## src/rtl/hhwm_pkg.sv

```systemverilog
`default_nettype none
package hhwm_pkg;

    localparam int BINS       = 13;
    localparam int MAX_PIXELS = 4096;
    localparam int FRAC_BITS  = 8;

    localparam int HALF     = (BINS - 1) / 2;
    localparam int BIN_W    = $clog2(BINS);
    localparam int CNT_W    = $clog2(MAX_PIXELS + 1);
    localparam int HEIGHT_W = 16;
    localparam int TONE_W   = 16;
    localparam int TIDX_W   = 4;
    localparam int PIX_W    = 13;
    localparam int QUO_W    = TONE_W;
    // sum of count*weight is below MAX_PIXELS * 2^TONE_W
    localparam int SUM_W    = CNT_W + TONE_W;
    localparam int MAG_W    = HEIGHT_W + 2;
    localparam int RND      = (FRAC_BITS == 0) ? 0 : (1 << (FRAC_BITS - 1));
    localparam int STEP_MAX = (BINS > QUO_W) ? BINS : QUO_W;
    localparam int STEP_W   = $clog2(STEP_MAX + 1);

    typedef enum logic [0:0] {
        OP_SAMPLE = 1'b0,
        OP_TONE   = 1'b1
    } opcode_t;

    typedef enum logic [3:0] {
        S_IDLE = 4'b0001,
        S_MAC  = 4'b0010,
        S_DIV  = 4'b0100,
        S_OUT  = 4'b1000
    } state_t;

    typedef struct packed {
        logic [CNT_W-1:0]  bin_cnt;
        logic [TONE_W-1:0] tone;
        logic [CNT_W-1:0]  frame_cnt;
        logic              dropped;
    } hist_rd_t;

    typedef struct packed {
        logic load_prod;
        logic acc_clr;
        logic acc_add;
        logic div_step;
    } alu_ctl_t;

    // Round half away from zero, clamp to +-HALF, offset to a bin index.
    function automatic logic [BIN_W-1:0] height_to_bin(input logic signed [HEIGHT_W-1:0] h);
        logic             neg;
        logic [MAG_W-1:0] mag;
        logic [MAG_W-1:0] r;
        logic [MAG_W-1:0] b;
        neg = h[HEIGHT_W-1];
        mag = neg ? (MAG_W'(0) - MAG_W'(h)) : MAG_W'(h);
        r   = (mag + MAG_W'(RND)) >> FRAC_BITS;
        if (r > MAG_W'(HALF))
        begin
            r = MAG_W'(HALF);
        end
        b = neg ? (MAG_W'(HALF) - r) : (MAG_W'(HALF) + r);
        return b[BIN_W-1:0];
    endfunction

endpackage
`default_nettype wire

```

## src/rtl/hhwm_hist.sv

```systemverilog
`default_nettype none
module hhwm_hist (
    input  wire logic                                 clk,
    input  wire logic                                 rst_n,
    input  wire logic                                 sample_en,
    input  wire logic signed [hhwm_pkg::HEIGHT_W-1:0] height,
    input  wire logic                                 tone_we,
    input  wire logic [hhwm_pkg::TIDX_W-1:0]          tone_index,
    input  wire logic [hhwm_pkg::TONE_W-1:0]          tone_weight,
    input  wire logic [hhwm_pkg::BIN_W-1:0]           rd_idx,
    input  wire logic                                 clear,
    output hhwm_pkg::hist_rd_t                        rd
);
    import hhwm_pkg::*;

    logic [CNT_W-1:0]  bin_cnt_reg [BINS];
    logic [CNT_W-1:0]  bin_cnt_next [BINS];
    logic [TONE_W-1:0] tone_reg [BINS];
    logic [TONE_W-1:0] tone_next [BINS];
    logic [CNT_W-1:0]  frame_cnt_reg, frame_cnt_next;
    logic              dropped_reg, dropped_next;
    logic              full;
    logic              count_en;
    logic [BIN_W-1:0]  bin;

    assign full     = (frame_cnt_reg == CNT_W'(MAX_PIXELS));
    assign count_en = sample_en && !full;
    assign bin      = height_to_bin(height);

    always_comb
    begin
        for (int i = 0; i < BINS; i++)
        begin
            bin_cnt_next[i] = bin_cnt_reg[i];
            tone_next[i]    = tone_reg[i];
            if (clear)
            begin
                bin_cnt_next[i] = '0;
            end
            else if (count_en && (bin == BIN_W'(i)))
            begin
                bin_cnt_next[i] = bin_cnt_reg[i] + CNT_W'(1);
            end
            // writes to an index past the last bin fall through
            if (tone_we && (32'(tone_index) == i))
            begin
                tone_next[i] = tone_weight;
            end
        end
    end

    always_comb
    begin
        frame_cnt_next = frame_cnt_reg;
        dropped_next   = dropped_reg;
        if (clear)
        begin
            frame_cnt_next = '0;
            dropped_next   = 1'b0;
        end
        else if (sample_en)
        begin
            if (full)
            begin
                dropped_next = 1'b1;
            end
            else
            begin
                frame_cnt_next = frame_cnt_reg + CNT_W'(1);
            end
        end
    end

    always_ff @(posedge clk or negedge rst_n)
    begin
        if (!rst_n)
        begin
            for (int i = 0; i < BINS; i++)
            begin
                bin_cnt_reg[i] <= '0;
                tone_reg[i]    <= '0;
            end
            frame_cnt_reg <= '0;
            dropped_reg   <= 1'b0;
        end
        else
        begin
            for (int i = 0; i < BINS; i++)
            begin
                bin_cnt_reg[i] <= bin_cnt_next[i];
                tone_reg[i]    <= tone_next[i];
            end
            frame_cnt_reg <= frame_cnt_next;
            dropped_reg   <= dropped_next;
        end
    end

    always_comb
    begin
        rd.bin_cnt   = '0;
        rd.tone      = '0;
        if (32'(rd_idx) < BINS)
        begin
            rd.bin_cnt = bin_cnt_reg[rd_idx];
            rd.tone    = tone_reg[rd_idx];
        end
        rd.frame_cnt = frame_cnt_reg;
        rd.dropped   = dropped_reg;
    end

endmodule
`default_nettype wire

```

## src/rtl/hhwm_alu.sv

```systemverilog
`default_nettype none
module hhwm_alu (
    input  wire logic                       clk,
    input  wire logic                       rst_n,
    input  hhwm_pkg::alu_ctl_t              ctl,
    input  wire logic [hhwm_pkg::CNT_W-1:0] bin_cnt,
    input  wire logic [hhwm_pkg::TONE_W-1:0] tone,
    input  wire logic [hhwm_pkg::CNT_W-1:0] divisor,
    output logic      [hhwm_pkg::QUO_W-1:0] quotient
);
    import hhwm_pkg::*;

    logic [SUM_W-1:0] prod_reg, prod_next;
    logic [SUM_W-1:0] acc_reg, acc_next;
    logic [SUM_W:0]   op_a, op_b, add_res;
    logic             sub;
    logic [CNT_W:0]   rem_shift;
    logic [CNT_W-1:0] rem_new;
    logic             ge;

    assign prod_next = ctl.load_prod ? (SUM_W'(bin_cnt) * SUM_W'(tone)) : prod_reg;

    // acc doubles as {remainder, quotient} during the division; the high
    // part of the sum is already below the divisor, so no prealignment
    assign rem_shift = {acc_reg[SUM_W-1:QUO_W], acc_reg[QUO_W-1]};

    always_comb
    begin
        if (ctl.div_step)
        begin
            op_a = (SUM_W+1)'(rem_shift);
            op_b = (SUM_W+1)'(divisor);
            sub  = 1'b1;
        end
        else
        begin
            op_a = {1'b0, acc_reg};
            op_b = {1'b0, prod_reg};
            sub  = 1'b0;
        end
    end

    // shared add/subtract unit
    assign add_res = op_a + (sub ? ~op_b : op_b) + (SUM_W+1)'(sub);
    assign ge      = !add_res[SUM_W];
    assign rem_new = ge ? add_res[CNT_W-1:0] : rem_shift[CNT_W-1:0];

    always_comb
    begin
        acc_next = acc_reg;
        if (ctl.acc_clr)
        begin
            acc_next = '0;
        end
        else if (ctl.acc_add)
        begin
            acc_next = add_res[SUM_W-1:0];
        end
        else if (ctl.div_step)
        begin
            acc_next = {rem_new, acc_reg[QUO_W-2:0], ge};
        end
    end

    always_ff @(posedge clk or negedge rst_n)
    begin
        if (!rst_n)
        begin
            prod_reg <= '0;
            acc_reg  <= '0;
        end
        else
        begin
            prod_reg <= prod_next;
            acc_reg  <= acc_next;
        end
    end

    assign quotient = acc_reg[QUO_W-1:0];

endmodule
`default_nettype wire

```

## src/rtl/hhwm_ctrl.sv

```systemverilog
`default_nettype none
module hhwm_ctrl (
    input  wire logic                       clk,
    input  wire logic                       rst_n,
    input  wire logic                       start,
    input  wire logic                       out_free,
    output logic                            busy,
    output logic                            load_out,
    output logic [hhwm_pkg::BIN_W-1:0]      rd_idx,
    output hhwm_pkg::alu_ctl_t              ctl
);
    import hhwm_pkg::*;

    state_t            state_reg, state_next;
    logic [STEP_W-1:0] step_reg, step_next;
    logic              pv_reg, pv_next;
    logic              issue;

    assign busy   = (state_reg != S_IDLE);
    assign rd_idx = step_reg[BIN_W-1:0];
    assign issue  = (step_reg < STEP_W'(BINS));

    always_comb
    begin
        state_next = state_reg;
        step_next  = step_reg;
        pv_next    = 1'b0;
        load_out   = 1'b0;
        ctl        = '0;
        case (state_reg)
            S_IDLE:
            begin
                if (start)
                begin
                    state_next  = S_MAC;
                    step_next   = '0;
                    ctl.acc_clr = 1'b1;
                end
            end
            S_MAC:
            begin
                // product registered in the cycle before its accumulate
                ctl.load_prod = issue;
                ctl.acc_add   = pv_reg;
                pv_next       = issue;
                if (issue)
                begin
                    step_next = step_reg + STEP_W'(1);
                end
                else
                begin
                    step_next  = '0;
                    state_next = S_DIV;
                end
            end
            S_DIV:
            begin
                ctl.div_step = 1'b1;
                step_next    = step_reg + STEP_W'(1);
                if (step_reg == STEP_W'(QUO_W - 1))
                begin
                    state_next = S_OUT;
                end
            end
            S_OUT:
            begin
                if (out_free)
                begin
                    load_out   = 1'b1;
                    state_next = S_IDLE;
                end
            end
            default:
            begin
                state_next = S_IDLE;
            end
        endcase
    end

    always_ff @(posedge clk or negedge rst_n)
    begin
        if (!rst_n)
        begin
            state_reg <= S_IDLE;
            step_reg  <= '0;
            pv_reg    <= 1'b0;
        end
        else
        begin
            state_reg <= state_next;
            step_reg  <= step_next;
            pv_reg    <= pv_next;
        end
    end

endmodule
`default_nettype wire

```

## src/rtl/height_histogram_weighted_mean.sv

```systemverilog
// Samples and tone writes: one transaction per cycle while in_stall is low.
// A sample with last set holds in_stall high through the multiply-accumulate pass
// over the BINS bins, QUO_W restoring divide steps and one load, which waits while a
// stalled result is still held; the result shows on out_valid once that load is done.
// Reset (rst_n low, async) clears histogram, tone table, counts and out_valid.
`default_nettype none
module height_histogram_weighted_mean (
    input  wire logic                                 clk,
    input  wire logic                                 rst_n,
    input  wire logic                                 in_valid,
    output logic                                      in_stall,
    input  wire logic                                 opcode,
    input  wire logic signed [hhwm_pkg::HEIGHT_W-1:0] height,
    input  wire logic                                 last,
    input  wire logic [hhwm_pkg::TIDX_W-1:0]          tone_index,
    input  wire logic [hhwm_pkg::TONE_W-1:0]          tone_weight,
    output logic                                      out_valid,
    input  wire logic                                 out_stall,
    output logic [hhwm_pkg::QUO_W-1:0]                mean_freq,
    output logic [hhwm_pkg::PIX_W-1:0]                pixel_count,
    output logic                                      overflow
);
    import hhwm_pkg::*;

    logic             busy;
    logic             take;
    logic             sample_en;
    logic             tone_we;
    logic             start;
    logic             out_free;
    logic             load_out;
    logic [BIN_W-1:0] rd_idx;
    logic [QUO_W-1:0] quotient;
    hist_rd_t         rd;
    alu_ctl_t         ctl;

    logic             out_valid_reg, out_valid_next;
    logic [QUO_W-1:0] mean_reg, mean_next;
    logic [PIX_W-1:0] pix_reg, pix_next;
    logic             ovf_reg, ovf_next;

    assign in_stall  = busy;
    assign take      = in_valid && !in_stall;
    assign sample_en = take && (opcode == OP_SAMPLE);
    assign tone_we   = take && (opcode == OP_TONE);
    assign start     = sample_en && last;
    assign out_free  = !out_valid_reg || !out_stall;

    hhwm_hist u_hist (
        .clk         (clk),
        .rst_n       (rst_n),
        .sample_en   (sample_en),
        .height      (height),
        .tone_we     (tone_we),
        .tone_index  (tone_index),
        .tone_weight (tone_weight),
        .rd_idx      (rd_idx),
        .clear       (load_out),
        .rd          (rd)
    );

    hhwm_alu u_alu (
        .clk      (clk),
        .rst_n    (rst_n),
        .ctl      (ctl),
        .bin_cnt  (rd.bin_cnt),
        .tone     (rd.tone),
        .divisor  (rd.frame_cnt),
        .quotient (quotient)
    );

    hhwm_ctrl u_ctrl (
        .clk      (clk),
        .rst_n    (rst_n),
        .start    (start),
        .out_free (out_free),
        .busy     (busy),
        .load_out (load_out),
        .rd_idx   (rd_idx),
        .ctl      (ctl)
    );

    always_comb
    begin
        out_valid_next = out_valid_reg;
        mean_next      = mean_reg;
        pix_next       = pix_reg;
        ovf_next       = ovf_reg;
        if (load_out)
        begin
            out_valid_next = 1'b1;
            // empty frame reports zero
            mean_next      = (rd.frame_cnt == '0) ? '0 : quotient;
            pix_next       = PIX_W'(rd.frame_cnt);
            ovf_next       = rd.dropped;
        end
        else if (out_valid_reg && !out_stall)
        begin
            out_valid_next = 1'b0;
        end
    end

    always_ff @(posedge clk or negedge rst_n)
    begin
        if (!rst_n)
        begin
            out_valid_reg <= 1'b0;
            mean_reg      <= '0;
            pix_reg       <= '0;
            ovf_reg       <= 1'b0;
        end
        else
        begin
            out_valid_reg <= out_valid_next;
            mean_reg      <= mean_next;
            pix_reg       <= pix_next;
            ovf_reg       <= ovf_next;
        end
    end

    assign out_valid   = out_valid_reg;
    assign mean_freq   = mean_reg;
    assign pixel_count = pix_reg;
    assign overflow    = ovf_reg;

endmodule
`default_nettype wire

```

## config.mk

```make
export PLATFORM = sky130hd
export DESIGN_NAME = height_histogram_weighted_mean
export DESIGN_NICKNAME = d
export VERILOG_FILES = /design/src/rtl/hhwm_pkg.sv /design/src/rtl/hhwm_hist.sv /design/src/rtl/hhwm_alu.sv /design/src/rtl/hhwm_ctrl.sv /design/src/rtl/height_histogram_weighted_mean.sv
export SDC_FILE = /design/constraint.sdc
export NUM_CORES = 2
export LEC_CHECK = 0
export BUFFER_PORTS_ARGS = -buffer_cell sky130_fd_sc_hd__clkbuf_2
export CORE_ASPECT_RATIO = 1.5
export CORE_UTILIZATION = 25
export CTS_CLUSTER_DIAMETER = 30
export DETAILED_ROUTE_END_ITERATION = 10
export GPL_TIMING_DRIVEN = 0
export HOLD_SLACK_MARGIN = 0.06
export PLACE_DENSITY_LB_ADDON = 0.15
export SLEW_MARGIN = 20
export SYNTH_ARGS = -nofsm -noshare
export SYNTH_HDL_FRONTEND = slang
export SYNTH_SLANG_ARGS = --single-unit
export TNS_END_PERCENT = 10
```

## constraint.sdc

```tcl
create_clock -name clk -period 8.41 [get_ports clk]
set_clock_uncertainty 0.2 [all_clocks]
set_input_delay 0.841 -clock clk [delete_from_list [all_inputs] [get_ports clk]]
set_output_delay 0.841 -clock clk [all_outputs]
set_load 0.005 [all_outputs]
```

==> metrics.log <==
INFO  metric run_status = completed
INFO  metric grt_setup_unrepaired = true
INFO  metric synthesis.area_per_instance = 9.779 µm²
INFO  metric largest_net_degree_at_the_start_of_global_routing = 82
INFO  metric critical_path.reg2reg.startpoint = u_ctrl.step_reg[1]
INFO  metric cts_max_path_buffers = 3
INFO  metric cts.sink_count = 490
INFO  metric worst_skew_pair.late_latency = 720 ps
INFO  metric dp_hpwl = 94720 µm
INFO  metric ys_seq_elements = 490
INFO  metric synthArstFlopShare = 100.0%
INFO  metric power.leakage = 0.01867 µW
INFO  metric max-slew-margin-rel = between 20% and 30%
INFO  metric core_occupancy_in_the_finished_layout = 30.78%
INFO  metric timing.final.setup_violations = 0
INFO  metric max_cap_viol_count = 0
INFO  metric netSwitchingFraction = 33.51%
INFO  metric netlist_area = 0.03347 mm²
INFO  metric cts_tree = yes
INFO  metric yosys_warnings = 0
INFO  metric synth_fp_nets = between 3000 and 4000
INFO  metric finalWorstSetupSlack = 282.3 ps
INFO  metric cts_made_buffers = 111
INFO  metric nNetsFinal = 3944
INFO  metric design.die.area = 0.1354 mm²
INFO  metric drt_drc_violations_left = 0
INFO  metric number_of_antenna_violations_at_the_first_check_in_global_routing = 6
INFO  metric internal_power = a little over 7000 µW
INFO  metric crit_path_end_kind = register
INFO  metric synth.lib_cells_used.distinct = 85
INFO  metric highest_layer = met5
INFO  metric drt-total-wl = 122700 µm
INFO  metric seq_power_share = 28.0%
INFO  metric crit_path_max_fanout = 10
INFO  metric primary_flip_flop_cell_chosen_by_synthesis_mapping = sky130_fd_sc_hd__dfrtp_1
INFO  metric tightestPinTransition = 1112 ps
INFO  metric core-area = 0.1330 mm²
INFO  metric timing.fmax = 123.0 MHz
INFO  metric criticalPathCategory = reg -> reg
INFO  metric die_width = 300.8 µm
INFO  metric wl_met2 = 66430 µm
INFO  metric critPathMostFrequentCell = sky130_fd_sc_hd__fa_1
INFO  metric power-per-cell-area = around 260 mW/mm²
INFO  metric power.combinational.fraction = 28.0%
INFO  metric avgRoutedWirePerCell = 22.46 µm
INFO  metric place_congestion = 0.8707
INFO  metric globalRouteOverflowTotal = 0
INFO  metric grt_first_pass_wirelength = between 150000 and 200000 µm
INFO  metric largest_register_ff_count = between 200 and 250
INFO  metric cts_htree_levels = 3
INFO  metric track_usage = 18.26%
INFO  metric timing.critical_path.from = u_ctrl.step_reg[1]
INFO  metric synth-edff-count = 0
INFO  metric ir_drop = 0.1579 mV
INFO  metric layout_worst_path_cycle_share = 96.64%
INFO  metric fin_crit = ~8000 ps
INFO  metric required_worst_endpoint = 8770 ps
INFO  metric critical-path-slowest-cell = sky130_fd_sc_hd__fa_1
INFO  metric hp-class = in -> reg
INFO  metric netSwitchingPower = ~3600 µW
INFO  metric proportion_of_synthesized_chip_area_in_sequential_cells = 36.63%
INFO  metric floorplan.rows = about 160
INFO  metric pre_cts_ws = -3017 ps
INFO  metric layout.cells.most_common_list = sky130_fd_sc_hd__dfrtp_1 (489), sky130_fd_sc_hd__nand2_1 (451), sky130_fd_sc_hd__nor2_1 (289)
INFO  metric syn_inst = 3423
INFO  metric io_buffer_count = 71
INFO  metric power_frac_clock = 44.0%
INFO  metric area_growth_syn_to_layout = 22.28%
INFO  metric dr_pass1_iterations = 5
INFO  metric met3RoutedLength = 4144 µm
INFO  metric antenna_left = 0
INFO  metric via_count = roughly 26000
INFO  metric via_per_inst = 4.849
INFO  metric final-max-slew-violation-count = 0
INFO  metric floorplan.initialDensity = 25.18%
INFO  metric final_layout_size_suffix_gt1_share = 20.06%
INFO  metric grt_pass1_vias = 28322
INFO  metric finalHoldViolCount = 0
INFO  metric dieHeight = roughly 450 µm
INFO  metric start_kind = register
INFO  metric drt_first_iter_violations = 1325
INFO  metric io_pins = 74
INFO  metric arrival = 8490 ps
INFO  metric report.power.total = 10820 µW
INFO  metric clk_pin_slew_worst_paths = ~50 ps
INFO  metric layout.cells.most_common = sky130_fd_sc_hd__dfrtp_1
INFO  metric clock-root-buffer = sky130_fd_sc_hd__clkbuf_16
INFO  metric slowest_delay = 550 ps
INFO  metric min_from = tone_weight[4]
INFO  metric drt-met1-wl = 47140 µm
-- critical path, delay by kind of cell (launching register included) --
family                   cells  cell delay [ps]
AO/OA/AOI/OAI               10             1860
XOR/XNOR                     1              130
adder cells (fa/ha/maj)      6             2890
buffers and inverters        7             1040
flip-flops                   1              360
AND/OR/NAND/NOR              6             1500
-- routing by layer --
metal / vias up / global-route usage, %
li1: 12198 / -
met1: 13554 / 20.01
met2: 497 / 34.52
met3: 237 / 2.420
met4: 8 / 7.860
met5: - / 0
-- layout make-up --
class	count	area [µm²]
fill	13972	92030
multi-input combinational	2484	19740
sequential	490	12260
clock buffer	141	3070
tap	1743	2181
clock inverter	69	1044
buffer	186	1021
inverter	260	984.7
timing repair buffer	89	626.9
antenna	2	5.005
-- kinds of logic (layout without fill, tap and decap cells) --
kind of cell               count (synthesis)  in the layout  share of synthesized area, %
DFF                                      490            490                         36.63
muxes                                    331            331                         13.13
adders and majority gates                280            280                         13.94
other                                      0              2                             0
xor gates and xnor gates                 154            154                         4.052
AOI/OAI and AO/OA                        502            502                         9.916
and+or+nand+nor                         1217           1217                         17.18
buffers and inverters                    449            745                         5.143
-- Yosys cell counts (all sizes together), types with 5 or more instances --
cell / number / area, µm²
dfrtp: 489 / 12240
o311ai: 5 / 43.79
a211oi: 14 / 110.1
a221o: 18 / 180.2
or3: 21 / 136.4
xor2: 92 / 813.3
o221ai: 16 / 140.1
ha: 125 / 1564
nor2b: 31 / 193.9
o2111ai: 8 / 70.07
nand3: 71 / 355.3
fa: 155 / 3103
a21o: 35 / 262.8
and2: 36 / 225.2
nand4: 65 / 427.9
a21oi: 107 / 539.3
nor4b: 15 / 131.4
or2: 49 / 306.5
nor2: 290 / 1089
buf: 26 / 133.9
mux2: 215 / 2421
mux4: 65 / 1464
nand2: 451 / 1693
nor3b: 5 / 37.54
nor3: 30 / 150.1
o211ai: 9 / 67.56
inv: 257 / 964.7
a22oi: 7 / 52.55
o31ai: 20 / 173.9
nor4: 21 / 131.4
o21bai: 6 / 45.04
a22o: 19 / 166.4
a2111oi: 8 / 120.1
o21a: 15 / 112.6
xnor2: 62 / 543.0
mux2i: 51 / 510.5
a31oi: 12 / 75.07
a221oi: 6 / 52.55
or4: 15 / 116.4
o21ai: 169 / 845.8
nand2b: 59 / 369.1
and3: 48 / 300.3
clkbuf: 163 / 611.8
-- power groups by stage --
stage | clock (µW) | sequential, µW | combinational (µW)
2_1_floorplan | 0 | 2950 | 1870
3_3_place_gp | 0 | 3060 | 2920
3_5_place_dp | 0 | 3070 | 2930
4_1_cts | 4850 | 3030 | 3080
5_1_grt | 4960 | 3080 | 3310
6_report | 4760 | 3030 | 3030
-- stage by stage --
| step | area (µm²) | instances | TNS, ps | hold WS (ps) |
|---|---|---|---|---|
| finish | 40930 | 5464 | 0 | 211.8 |
| global route | 40930 | 5463 | -92.79 | 194.2 |
| CTS | 40870 | 5460 | 0 | 158.2 |
| detailed placement | 36250 | 5247 | -44420 | 265.7 |
| global placement | 36010 | 5237 | -3268370 | 253.6 |
| floorplan | 33470 | 3423 | 0 | 238.6 |
-- timing repair --
item                       CTS  global route
buffers inserted             5             2
hold buffers                 1             0
setup endpoints to repair   24             5
pin swaps                    7             1
hold endpoints to repair    55             0
gates resized for setup    154            15
-- worst paths after layout --
path / end / slack [ps] / cells after the start
max in group asynchronous: u_hist.bin_cnt_reg[7] / 5850 / 5
hold reg to reg: u_alu.prod_reg[27] / 270 / 2
setup / recovery: u_alu.prod_reg[28] / 280 / 30
hold / removal: u_hist.tone_reg[20] / 210 / 2
setup reg to reg: u_alu.prod_reg[28] / 280 / 30
min in group asynchronous: u_alu.prod_reg[20] / 490 / 2
(Power assumes the default switching activity.)
